**src/rtl/core/gzhp_pkg.sv**
```systemverilog
// Package with the types and constants shared by the gzip/zlib header parser.
package gzhp_pkg;

    typedef enum logic [13:0] {
        PH_FIRST    = 14'b00000000000001,
        PH_GZ_ID2   = 14'b00000000000010,
        PH_GZ_CM    = 14'b00000000000100,
        PH_GZ_FLG   = 14'b00000000001000,
        PH_GZ_SKIP  = 14'b00000000010000,
        PH_GZ_XLO   = 14'b00000000100000,
        PH_GZ_XHI   = 14'b00000001000000,
        PH_GZ_XDATA = 14'b00000010000000,
        PH_GZ_NAME  = 14'b00000100000000,
        PH_GZ_COMM  = 14'b00001000000000,
        PH_GZ_HCRC  = 14'b00010000000000,
        PH_ZL_FLG   = 14'b00100000000000,
        PH_ZL_DICT  = 14'b01000000000000,
        PH_PAYLOAD  = 14'b10000000000000
    } t_phase;

    typedef enum logic [1:0] {
        FMT_UNKNOWN = 2'd0,
        FMT_RAW     = 2'd1,
        FMT_ZLIB    = 2'd2,
        FMT_GZIP    = 2'd3
    } t_format;

    typedef enum logic [1:0] {
        ERR_NONE     = 2'd0,
        ERR_DATA     = 2'd1,
        ERR_DISABLED = 2'd2,
        ERR_RSVD     = 2'd3
    } t_error;

    // Where the search for the next optional gzip section starts.
    typedef enum logic [1:0] {
        FROM_XLO  = 2'd0,
        FROM_NAME = 2'd1,
        FROM_COMM = 2'd2,
        FROM_HCRC = 2'd3
    } t_from;

    localparam logic [7:0] GZ_ID1    = 8'h1f;
    localparam logic [7:0] GZ_ID2    = 8'h8b;
    localparam logic [7:0] CM_DEFL   = 8'h08;
    localparam logic [3:0] NIB_ZLIB  = 4'h8;
    localparam logic [3:0] NIB_BAD6  = 4'h6;
    localparam logic [3:0] NIB_BAD7  = 4'h7;
    localparam logic [15:0] GZ_FIXED = 16'd6;
    localparam logic [15:0] GZ_HCRCN = 16'd2;
    localparam logic [15:0] ZL_DICTN = 16'd4;

    // Flag bit positions: bit0 FHCRC, bit1 FEXTRA, bit2 FNAME, bit3 FCOMMENT.
    localparam int GF_HCRC  = 0;
    localparam int GF_EXTRA = 1;
    localparam int GF_NAME  = 2;
    localparam int GF_COMM  = 3;

    typedef struct packed {
        t_phase      phase;
        t_format     fmt;
        logic [3:0]  gz_flags;
        logic [15:0] skip;
        logic [7:0]  xlen_lo;
        logic [31:0] dict_id;
        logic        fdict;
        t_error      err;
    } t_state;

    localparam int OUT_W = 48;

endpackage

```
**src/rtl/core/gzhp_step.sv**
```systemverilog
// Next-state and result logic for one stream word of the header parser.
module gzhp_step (
    input  gzhp_pkg::t_state i_state,
    input  logic [7:0]       i_byte,
    input  logic             i_eoi,
    input  logic [2:0]       i_allowed,
    output gzhp_pkg::t_state o_state,
    output logic             o_emit
);

    function automatic gzhp_pkg::t_phase gz_next(input gzhp_pkg::t_from from_sel,
                                                 input logic [3:0] flags);
        gzhp_pkg::t_phase ph;
        if (from_sel == gzhp_pkg::FROM_XLO && flags[gzhp_pkg::GF_EXTRA])
            ph = gzhp_pkg::PH_GZ_XLO;
        else if (from_sel <= gzhp_pkg::FROM_NAME && flags[gzhp_pkg::GF_NAME])
            ph = gzhp_pkg::PH_GZ_NAME;
        else if (from_sel <= gzhp_pkg::FROM_COMM && flags[gzhp_pkg::GF_COMM])
            ph = gzhp_pkg::PH_GZ_COMM;
        else if (flags[gzhp_pkg::GF_HCRC])
            ph = gzhp_pkg::PH_GZ_HCRC;
        else
            ph = gzhp_pkg::PH_PAYLOAD;
        return ph;
    endfunction

    logic            cnt_done;
    logic [15:0]     cnt_next;
    logic [15:0]     xlen;
    gzhp_pkg::t_format first_fmt;
    gzhp_pkg::t_state  st;

    assign cnt_done = (i_state.skip <= 16'd1);
    assign cnt_next = cnt_done ? 16'd0 : i_state.skip - 16'd1;
    assign xlen     = {i_byte, i_state.xlen_lo};

    always_comb begin
        priority if (i_byte == gzhp_pkg::GZ_ID1) begin
            first_fmt = gzhp_pkg::FMT_GZIP;
        end else if (i_byte[3:0] == gzhp_pkg::NIB_ZLIB) begin
            first_fmt = gzhp_pkg::FMT_ZLIB;
        end else if (i_byte[3:0] == gzhp_pkg::NIB_BAD6 || i_byte[3:0] == gzhp_pkg::NIB_BAD7) begin
            first_fmt = gzhp_pkg::FMT_UNKNOWN;
        end else begin
            first_fmt = gzhp_pkg::FMT_RAW;
        end
    end

    always_comb begin
        st     = i_state;
        o_emit = 1'b0;
        if (i_state.err == gzhp_pkg::ERR_NONE) begin
            if (i_eoi) begin
                if (i_state.phase != gzhp_pkg::PH_PAYLOAD)
                    st.err = gzhp_pkg::ERR_DATA;
            end else begin
                unique case (i_state.phase)
                    gzhp_pkg::PH_FIRST: begin
                        if (first_fmt == gzhp_pkg::FMT_UNKNOWN) begin
                            st.err = gzhp_pkg::ERR_DATA;
                        end else if (!i_allowed[first_fmt - 2'd1]) begin
                            st.err = gzhp_pkg::ERR_DISABLED;
                        end else begin
                            st.fmt = first_fmt;
                            if (first_fmt == gzhp_pkg::FMT_GZIP) begin
                                st.phase = gzhp_pkg::PH_GZ_ID2;
                            end else if (first_fmt == gzhp_pkg::FMT_ZLIB) begin
                                if (i_byte[7])
                                    st.err = gzhp_pkg::ERR_DATA;
                                else
                                    st.phase = gzhp_pkg::PH_ZL_FLG;
                            end else begin
                                st.phase = gzhp_pkg::PH_PAYLOAD;
                                o_emit   = 1'b1;
                            end
                        end
                    end
                    gzhp_pkg::PH_GZ_ID2: begin
                        if (i_byte != gzhp_pkg::GZ_ID2) st.err = gzhp_pkg::ERR_DATA;
                        else st.phase = gzhp_pkg::PH_GZ_CM;
                    end
                    gzhp_pkg::PH_GZ_CM: begin
                        if (i_byte != gzhp_pkg::CM_DEFL) st.err = gzhp_pkg::ERR_DATA;
                        else st.phase = gzhp_pkg::PH_GZ_FLG;
                    end
                    gzhp_pkg::PH_GZ_FLG: begin
                        st.gz_flags = i_byte[4:1];
                        st.skip     = gzhp_pkg::GZ_FIXED;
                        st.phase    = gzhp_pkg::PH_GZ_SKIP;
                    end
                    gzhp_pkg::PH_GZ_SKIP: begin
                        st.skip = cnt_next;
                        if (cnt_done)
                            st.phase = gz_next(gzhp_pkg::FROM_XLO, i_state.gz_flags);
                    end
                    gzhp_pkg::PH_GZ_XLO: begin
                        st.xlen_lo = i_byte;
                        st.phase   = gzhp_pkg::PH_GZ_XHI;
                    end
                    gzhp_pkg::PH_GZ_XHI: begin
                        st.skip = xlen;
                        if (xlen == 16'd0)
                            st.phase = gz_next(gzhp_pkg::FROM_NAME, i_state.gz_flags);
                        else
                            st.phase = gzhp_pkg::PH_GZ_XDATA;
                    end
                    gzhp_pkg::PH_GZ_XDATA: begin
                        st.skip = cnt_next;
                        if (cnt_done)
                            st.phase = gz_next(gzhp_pkg::FROM_NAME, i_state.gz_flags);
                    end
                    gzhp_pkg::PH_GZ_NAME: begin
                        if (i_byte == 8'd0)
                            st.phase = gz_next(gzhp_pkg::FROM_COMM, i_state.gz_flags);
                    end
                    gzhp_pkg::PH_GZ_COMM: begin
                        if (i_byte == 8'd0)
                            st.phase = gz_next(gzhp_pkg::FROM_HCRC, i_state.gz_flags);
                    end
                    gzhp_pkg::PH_GZ_HCRC: begin
                        st.skip = cnt_next;
                        if (cnt_done) st.phase = gzhp_pkg::PH_PAYLOAD;
                    end
                    gzhp_pkg::PH_ZL_FLG: begin
                        if (i_byte[5]) begin
                            st.fdict = 1'b1;
                            st.skip  = gzhp_pkg::ZL_DICTN;
                            st.phase = gzhp_pkg::PH_ZL_DICT;
                        end else begin
                            st.phase = gzhp_pkg::PH_PAYLOAD;
                        end
                    end
                    gzhp_pkg::PH_ZL_DICT: begin
                        st.dict_id = {i_state.dict_id[23:0], i_byte};
                        st.skip    = cnt_next;
                        if (cnt_done) st.phase = gzhp_pkg::PH_PAYLOAD;
                    end
                    gzhp_pkg::PH_PAYLOAD: begin
                        o_emit = 1'b1;
                    end
                    default: begin
                        st = i_state;
                    end
                endcase
            end
        end
        // The checksum skip count is loaded whenever the header CRC section is entered.
        if (st.phase == gzhp_pkg::PH_GZ_HCRC && i_state.phase != gzhp_pkg::PH_GZ_HCRC)
            st.skip = gzhp_pkg::GZ_HCRCN;
        o_state = st;
    end

endmodule

```
**src/rtl/core/gzip_zlib_header_parser_top.sv**
```systemverilog
// Top level of the gzip/zlib/raw deflate container header parser.
// Each input word carries one stream byte or an end-of-input mark and gives exactly one
// output word in the cycle after it is taken; while m_axis_tready is high it sustains
// one word per cycle, as its single output register is refilled in the same cycle it drains.
// The output word reports the detected format, the zlib dictionary id, the sticky error
// code and, once the header is consumed, the payload bytes with their valid flag.
module gzip_zlib_header_parser_top (
    input  logic        i_clk,
    input  logic        i_rst_n,
    input  logic        i_cfg_we,
    input  logic [2:0]  i_cfg_wdata,
    input  logic        s_axis_tvalid,
    output logic        s_axis_tready,
    input  logic [7:0]  s_axis_tdata,  // [7:0] in_byte
    input  logic        s_axis_tuser,  // [0] end_of_input
    output logic        m_axis_tvalid,
    input  logic        m_axis_tready,
    output logic [47:0] m_axis_tdata,  // [7:0] payload_byte, [8] header_done, [10:9] format,
                                       // [11] needs_dictionary, [43:12] dictionary_id,
                                       // [45:44] error_code, [47:46] zero
    output logic        m_axis_tuser   // [0] payload_valid
);

    gzhp_pkg::t_state r_state;
    gzhp_pkg::t_state n_state;
    logic [2:0]       r_allowed;
    logic             r_out_valid;
    logic [47:0]      r_out_data;
    logic             r_out_user;
    logic             step_emit;
    logic             in_fire;
    logic             hdr_done;
    logic [47:0]      n_out_data;

    gzhp_step u_step (
        .i_state   (r_state),
        .i_byte    (s_axis_tdata),
        .i_eoi     (s_axis_tuser),
        .i_allowed (r_allowed),
        .o_state   (n_state),
        .o_emit    (step_emit)
    );

    assign s_axis_tready = !r_out_valid || m_axis_tready;
    assign in_fire       = s_axis_tvalid && s_axis_tready;
    assign hdr_done      = (n_state.err == gzhp_pkg::ERR_NONE) &&
                           (n_state.phase == gzhp_pkg::PH_PAYLOAD);
    assign n_out_data    = {2'b00, n_state.err, n_state.dict_id, n_state.fdict,
                            n_state.fmt, hdr_done, step_emit ? s_axis_tdata : 8'd0};

    always_ff @(posedge i_clk) begin
        if (!i_rst_n) begin
            r_allowed <= 3'd7;
        end else if (i_cfg_we) begin
            r_allowed <= i_cfg_wdata;
        end
    end

    always_ff @(posedge i_clk) begin
        if (!i_rst_n) begin
            r_state.phase    <= gzhp_pkg::PH_FIRST;
            r_state.fmt      <= gzhp_pkg::FMT_UNKNOWN;
            r_state.gz_flags <= 4'd0;
            r_state.skip     <= 16'd0;
            r_state.xlen_lo  <= 8'd0;
            r_state.dict_id  <= 32'd0;
            r_state.fdict    <= 1'b0;
            r_state.err      <= gzhp_pkg::ERR_NONE;
            r_out_valid      <= 1'b0;
        end else begin
            if (in_fire) begin
                r_state     <= n_state;
                r_out_valid <= 1'b1;
            end else if (m_axis_tready) begin
                r_out_valid <= 1'b0;
            end
        end
    end

    always_ff @(posedge i_clk) begin
        if (in_fire) begin
            r_out_data <= n_out_data;
            r_out_user <= step_emit;
        end
    end

    assign m_axis_tvalid = r_out_valid;
    assign m_axis_tdata  = r_out_data;
    assign m_axis_tuser  = r_out_user;

    // A reported payload word always comes with a completed header and no error.
    a_payload_hdr: assert property (@(posedge i_clk) disable iff (!i_rst_n)
        (m_axis_tvalid && m_axis_tuser) |-> (m_axis_tdata[8] && m_axis_tdata[45:44] == 2'd0))
        else $error("payload word without a completed header");

    // Once an error is recorded it never changes.
    a_err_sticky: assert property (@(posedge i_clk) disable iff (!i_rst_n)
        (r_state.err != gzhp_pkg::ERR_NONE) |=> (r_state.err == $past(r_state.err)))
        else $error("sticky error changed");

    // An accepted word always produces an output word in the next cycle.
    a_out_follows: assert property (@(posedge i_clk) disable iff (!i_rst_n)
        in_fire |=> m_axis_tvalid)
        else $error("accepted word produced no output");

    // The parser phase register stays one-hot.
    a_phase_onehot: assert property (@(posedge i_clk) disable iff (!i_rst_n)
        $onehot(r_state.phase))
        else $error("phase register lost one-hot encoding");

endmodule

```
**config.mk**
```make
export PLATFORM = sky130hd
export DESIGN_NAME = gzip_zlib_header_parser_top
export DESIGN_NICKNAME = d
export VERILOG_FILES = /design/src/rtl/core/gzhp_pkg.sv /design/src/rtl/core/gzhp_step.sv /design/src/rtl/core/gzip_zlib_header_parser_top.sv
export SDC_FILE = /design/constraint.sdc
export NUM_CORES = 1
export LEC_CHECK = 0
export ABC_AREA = 1
export BUFFER_PORTS_ARGS = -buffer_cell sky130_fd_sc_hd__buf_2
export CAP_MARGIN = 20
export CORE_MARGIN = 5
export CORE_UTILIZATION = 30
export CTS_CLUSTER_DIAMETER = 100
export DETAILED_ROUTE_END_ITERATION = 8
export PLACE_DENSITY = 0.54
export SYNTH_ARGS = -nofsm -noshare
export SYNTH_HDL_FRONTEND = slang
export SYNTH_SLANG_ARGS = --single-unit
```
**constraint.sdc**
```tcl
create_clock -name i_clk -period 2.7 [get_ports i_clk]
set_input_delay 0.405 -clock i_clk [delete_from_list [all_inputs] [get_ports i_clk]]
set_output_delay 0.405 -clock i_clk [all_outputs]
set_load 0.01 [all_outputs]
```
======== Word-level counts from Yosys, hierarchy flattened ========
Index checks and enable logic that the tools add are counted.
storage, ports and cells
  register bits after elaboration ......... 130
  logic and storage cells ................. 120
  output and inout bits ................... 51
operators by class
  magnitude comparators ................... 2
  eq/ne operators ......................... 28
  multiplexer cells ....................... 55
  reductions and logical operators ........ 19
  add/sub/neg operators ................... 2
  bitwise operators ....................... 1
operators with widths
  operator                 number
  $mux W14                 16
  $pmux W14 S12            1
  $mux W16                 5
  $mux W79                 1
  $mux W77                 1
  $pmux W16 S4             1
  $mux W32                 1
  $eq A14 B11 Y1 const B   2
  $eq A14 B14 Y1 const B   2
  $mux W2                  12
  $le A16 B1 Y1 const B    1
  $logic_not A16 Y1        1
  $sub A16 B1 Y16 const B  1
  $eq A14 B1 Y1 const B    1
  $eq A14 B10 Y1 const B   1
  $eq A14 B12 Y1 const B   1
  $eq A14 B13 Y1 const B   1
  $eq A14 B2 Y1 const B    1
  $eq A14 B3 Y1 const B    1
  $eq A14 B4 Y1 const B    1
  $eq A14 B5 Y1 const B    1
  $eq A14 B6 Y1 const B    1
  $eq A14 B7 Y1 const B    1
  $eq A14 B8 Y1 const B    1
  31 further kinds         51

======== Longest topological paths before layout ========
  depth after elaboration ................. 17
  mapped depth ............................ 25

======== Cells and area by module ========
A second synthesis with hierarchy kept.
second synthesis, totals
  cells, all modules ...................... 1233
  area total of the unflattened synthesis .. 8169.1 um^2
modules (own cells, without submodules)
  module                       area an instance (um^2)  seq. area each (um^2)  times used  cells an instance
  gzip_zlib_header_parser_top  5245.0                   3072.9                 1           618
  gzhp_step                    2924.1                   0.0                    1           615

======== Least setup slack after synthesis ========
No wires, ideal clock.
  path type ............................... input -> register
  start ................................... in s_axis_tdata[3]
  end ..................................... reg r_state[44] (netlist name)
  data required time ...................... 2.636 ns
  arrival time ............................ 2.729 ns
  setup slack ............................. -0.093 ns
  stages on the path ...................... 21
  cells stage by stage .................... inv_2 -> nor2_1 -> nand2_1 -> inv_1 -> a31oi_1 -> ha_1 -> nand3_1 -> nand3_1 -> nand2_1 -> nand2_1 -> nor2_4 -> nand3_4 -> a22oi_1 -> nand2_1 -> nor2_1 -> nand2_2 -> nand2_2 -> buf_6 -> buf_12 -> a21oi_2 -> nor2_1
on the way
  word-level cells in the longest chain between the ends .. 17
RTL lines
  what                                                              line                               text
  from (decl)                                                       gzip_zlib_header_parser_top.sv:14  input logic [7:0] s_axis_tdata,
  $eq A4 B3 Y1                                                      gzhp_step.sv:42                    end else if (i_byte[3:0] == gzhp_pkg::NIB_BAD6 || i_byte[3:0] == gzhp_pkg::NIB_BAD7) begin
  $logic_or A1 B1 Y1                                                gzhp_step.sv:42
  $mux W1                                                           gzhp_step.sv:42
  $mux W2                                                           gzhp_step.sv:40                    end else if (i_byte[3:0] == gzhp_pkg::NIB_ZLIB) begin
  $mux W2                                                           gzhp_step.sv:38                    priority if (i_byte == gzhp_pkg::GZ_ID1) begin
  $sub A2 B1 Y2 / $eq A2 B2 Y1 (equally long branches)              gzhp_step.sv:61, gzhp_step.sv:67
  $bmux W1 S2 / $mux W14 (equally long branches)                    gzhp_step.sv:61, gzhp_step.sv:67
  $mux W1 (implied by the code) / $mux W14 (equally long branches)  gzhp_step.sv:61, gzhp_step.sv:65
  $mux W16                                                          gzhp_step.sv:61                    end else if (!i_allowed[first_fmt - 2'd1]) begin
  $mux W16                                                          gzhp_step.sv:59                    if (first_fmt == gzhp_pkg::FMT_UNKNOWN) begin
  $pmux W14 S12 (*)                                                 gzhp_step.sv:57                    unique case (i_state.phase)
  $mux W77 (*)                                                      gzhp_step.sv:53                    if (i_eoi) begin
  $mux W79 (*)                                                      gzhp_step.sv:52                    if (i_state.err == gzhp_pkg::ERR_NONE) begin
  $eq A14 B11 Y1 (*)                                                gzhp_step.sv:148                   if (st.phase == gzhp_pkg::PH_GZ_HCRC && i_state.phase != gzhp_pkg::PH_GZ_HCRC)
  $logic_and A1 B1 Y1 (*)                                           gzhp_step.sv:148
  $ne A3 B2 Y1 (no line) (tied with other cells)                    --
  $reduce_and A5 Y1 (no line)                                       --
  to (signal assigned)                                              gzip_zlib_header_parser_top.sv:72  r_state <= n_state;
  to (decl)                                                         gzip_zlib_header_parser_top.sv:24  gzhp_pkg::t_state r_state;
Every way passes the cells marked *; elsewhere a longest branch is shown, timed or not. The select of a mux whose other input is x is not followed.
A chain may end at the register's enable or synchronous reset.

======== Worst setup path after layout ========
  start ................................... reg r_state[78] (netlist name)
  end ..................................... reg r_state[55] (netlist name)
on the way
  word-level cells in the longest chain between the ends .. 12
RTL lines
  what                                            line              text
  $mux W14                                        gzhp_step.sv:68   if (i_byte[7])
  $mux W14                                        gzhp_step.sv:67   end else if (first_fmt == gzhp_pkg::FMT_ZLIB) begin
  $mux W14                                        gzhp_step.sv:65   if (first_fmt == gzhp_pkg::FMT_GZIP) begin
  $mux W16                                        gzhp_step.sv:61
  $mux W16                                        gzhp_step.sv:59
  $pmux W14 S12                                   gzhp_step.sv:57
  $mux W77                                        gzhp_step.sv:53
  $mux W79                                        gzhp_step.sv:52
  $eq A14 B11 Y1                                  gzhp_step.sv:148
  $logic_and A1 B1 Y1                             gzhp_step.sv:148
  $ne A3 B2 Y1 (no line) (tied with other cells)  --
  $reduce_and A5 Y1 (no line)                     --
Several ways; a longest one is shown, not always the timed one. The select of a mux whose other input is x is not followed.

==> impl_metrics.ini <==
[placed_design]
dp_cells = 1477
gp_congestion = 0.895
portBuffers = 65
dp_hpwl_um = 16100
place_ws_ns = -0.560

[routing]
detail-route-antenna-nets = 0
drtIter0Drc = 582
via_count = 7162
firstDrtPassIters = 5
wl_per_cell_um = 14.7
viasPerCell = 4.67
drcViolationCount = 0
drt-total-wl_um = 22600

[hold_path]
hp-start = i_cfg_wdata[0]
hold_class = primary input to register
whs_endpoint = r_allowed[0]
hold_depth = 3

[final_layout]
instances_no_fill = 1532
layout-drive-gt1-share_pct = 29.7
final_cell_mix = nand2_1 (193), buf_4 (147), inv_1 (144)
area_delta_synth_final_pct = 38.1
layout_commonest_cell = nand2_1
fin_nets = 1222
num_antenna_cells = 0
fin_util_pct = 42.1
fillers = 2435

[worst_setup_path]
r2r_slack_ns = -0.08
slowest_delay_ns = 0.34
arrival_ns = 3.09
cp-start-kind = register
crit_path_cell_trace = nor2_4, inv_2, nor2_4, buf_12, nand2_4, nand2_4, nor2_4, nand2_4, nand2_8, nand2_8, nand3_4, buf_6, a22oi_2, nand2_1, nor2_2, nand2_2, nand2_8, clkbuf_16, nand3_1, nand2_1, nor2_1
path_max_fanout = 8
cp.required_ns = 3.02
slowest_stage = dfxtp_2
r2r-start = r_state[78]
regToRegEndpoint = r_state[55]
criticalPathCategory = register to register
endpoint_kind = register
reg2reg_depth = 21
startpoint = r_state[78]

[clocking]
clockBufferDepth = 2
cts_tree = done
postCtsHoldBufs = 0
cts_max_level = 4
cts-root-buf = clkbuf_16
clock_sinks = 130
clk_pin_slew_ns = 0.06
cts_buffers = 17
clk_latency_ns = 0.42

[logic_synthesis]
synth_compound_area_share_pct = 14.7
yosys.area_share.xor_xnor_pct = 1.71
ys_ff_latch = 130
synthSimpleGateAreaFrac_pct = 28.6
syn_inst = 994
synth-edff-count = 47
synth_top_family_by_area = simple AND/OR/NAND/NOR gates
syn_avg_cell_area_sq_um = 7.23
yosysUniqueCellTypes = 45
ys_warn_count = 0
synth-seq-area-share_pct = 42.8
synth_ff_type = dfxtp_1
synth.mux.area_fraction_pct = 0
synthAdderAreaFrac_pct = 0.697
async_reset_ff_share_pct = 0
synth_area_sq_um = 7180

[die]
coreArea_sq_um = 23500
die_h_um = 165
start_util_pct = 30.5
num_rows = 56
die_area_sq_um = 27100
die_x_um = 165
num_io_pins = 68

[sta]
timing.hold.ws_ns = 0.221
period_share_pct = 103
rsz0062_at_grt = true
worst_slack_ns = -0.0790
fin_crit_ns = 2.78
clock-skew-final_ns = 0.00794
max_freq_mhz = 360
worstMarginPinSlew_ns = 0.755
relSlewSlack_pct = 49.7
slew_violations = 0
finalSetupViolCount = 10
final_hold_viol_count = 0

[power_and_ir_drop]
leakagePower_nw = 4.81
ir_worst_vdd_v = 0.000351
total_power_mw = 5.23
power.density_nw_per_um2 = 527

[grt]
grtUsageTotal_pct = 16.6
grt.overflow.total = 0
grt_max_degree = 80
grt_pass1_vias = 6485
antenna_found_initial = 0
grt_pass1_wl_um = 34900

[job]
maxCapViolCount = 0

[run_status]
outcome = finished, violations left
violations = negative setup slack
## area by class of cell
cell class	instances	area (sq um)	share of cell area, %
Timing Repair Buffer	222	1660	16.7
Clock buffer	18	429	4.33
Clock inverter	13	113	1.14
Tap cell	319	399	4.02
Sequential cell	130	3080	31.1
Inverter	155	598	6.03
Multi-Input combinational cell	675	3640	36.7
## repair_timing
item                                    CTS  global route
pin swaps                                12            42
setup buffers                             7            13
resized for setup                        20            72
endpoints found under the setup margin   15            17
cloned                                    3             1
## worst max-delay path: cells and delay by family (launching register included)
family | cells | cell delay, ns
AO/OA/AOI/OAI | 1 | 0.15
flip-flops | 1 | 0.34
AND/OR/NAND/NOR | 16 | 1.63
buffers and inverters | 4 | 0.54
## where the power goes
part / leakage (nW) / switching [mW] / internal, mW / total [mW]
Combinational: 3.40 / 0.519 / 0.348 / 0.867
Sequential: 1.16 / 0.0541 / 2.15 / 2.21
Clock: 0.252 / 0.900 / 1.26 / 2.16
## worst max path at each step
| stage | endpoint | depth (start not counted) | slack (ns) |
|---|---|---|---|
| 2_1_floorplan | r_state[44] | 21 | -0.07 |
| 3_3_place_gp | r_state[50] | 23 | -0.51 |
| 3_5_place_dp | r_state[48] | 22 | -0.56 |
| 4_1_cts | r_state[52] | 21 | 0.002 |
| 5_1_grt | r_state[56] | 21 | -0.20 |
| 6_report | r_state[55] | 21 | -0.08 |
## logic make-up (layout without fill, tap and decap cells)
| logic type | after synthesis | in the layout |
|---|---|---|
| AOI/OAI and AO/OA | 195 | 195 |
| xor gates and xnor gates | 14 | 14 |
| adders and majority gates | 4 | 4 |
| buffers and inverters | 192 | 408 |
| DFF | 130 | 130 |
| other | 1 | 2 |
| and+or+nand+nor | 458 | 460 |
## cells in the mapped netlist, types with 8 or more instances
cell,n,area share [%]
a21oi_1,57,4.0
a21oi_2,10,1.2
clkbuf_1,23,1.2
dfxtp_1,83,23
edfxtp_1,47,20
inv_1,150,7.8
nand2_1,209,11
nand3_1,54,3.8
nand4_1,10,0.87
nor2_1,136,7.1
nor3_1,12,0.84
o21ai_0,105,7.3
o22ai_1,8,0.70
xor2_1,12,1.5
## metal layers
metal  part of all wire [%]  track usage [%]
met5                      0                0
met4                    1.1             5.03
met3                    4.9             2.75
met2                     47             26.4
met1                     47             23.1
## sequential cells by signal, indices dropped and copies added, names as in the netlist
signal	count
r_state	79
m_axis_tdata	46
r_allowed	3
m_axis_tuser	1
m_axis_tvalid	1
## metrics by stage
step / TNS [ns] / instance area [sq um]
global placement: -8.80 / 8780
finish: -0.485 / 9920
CTS: 0 / 9510
floorplan: -0.804 / 7230
global route: -2.80 / 9920
detailed placement: -9.54 / 8780
Note: power is estimated with default switching activity, not from simulation.
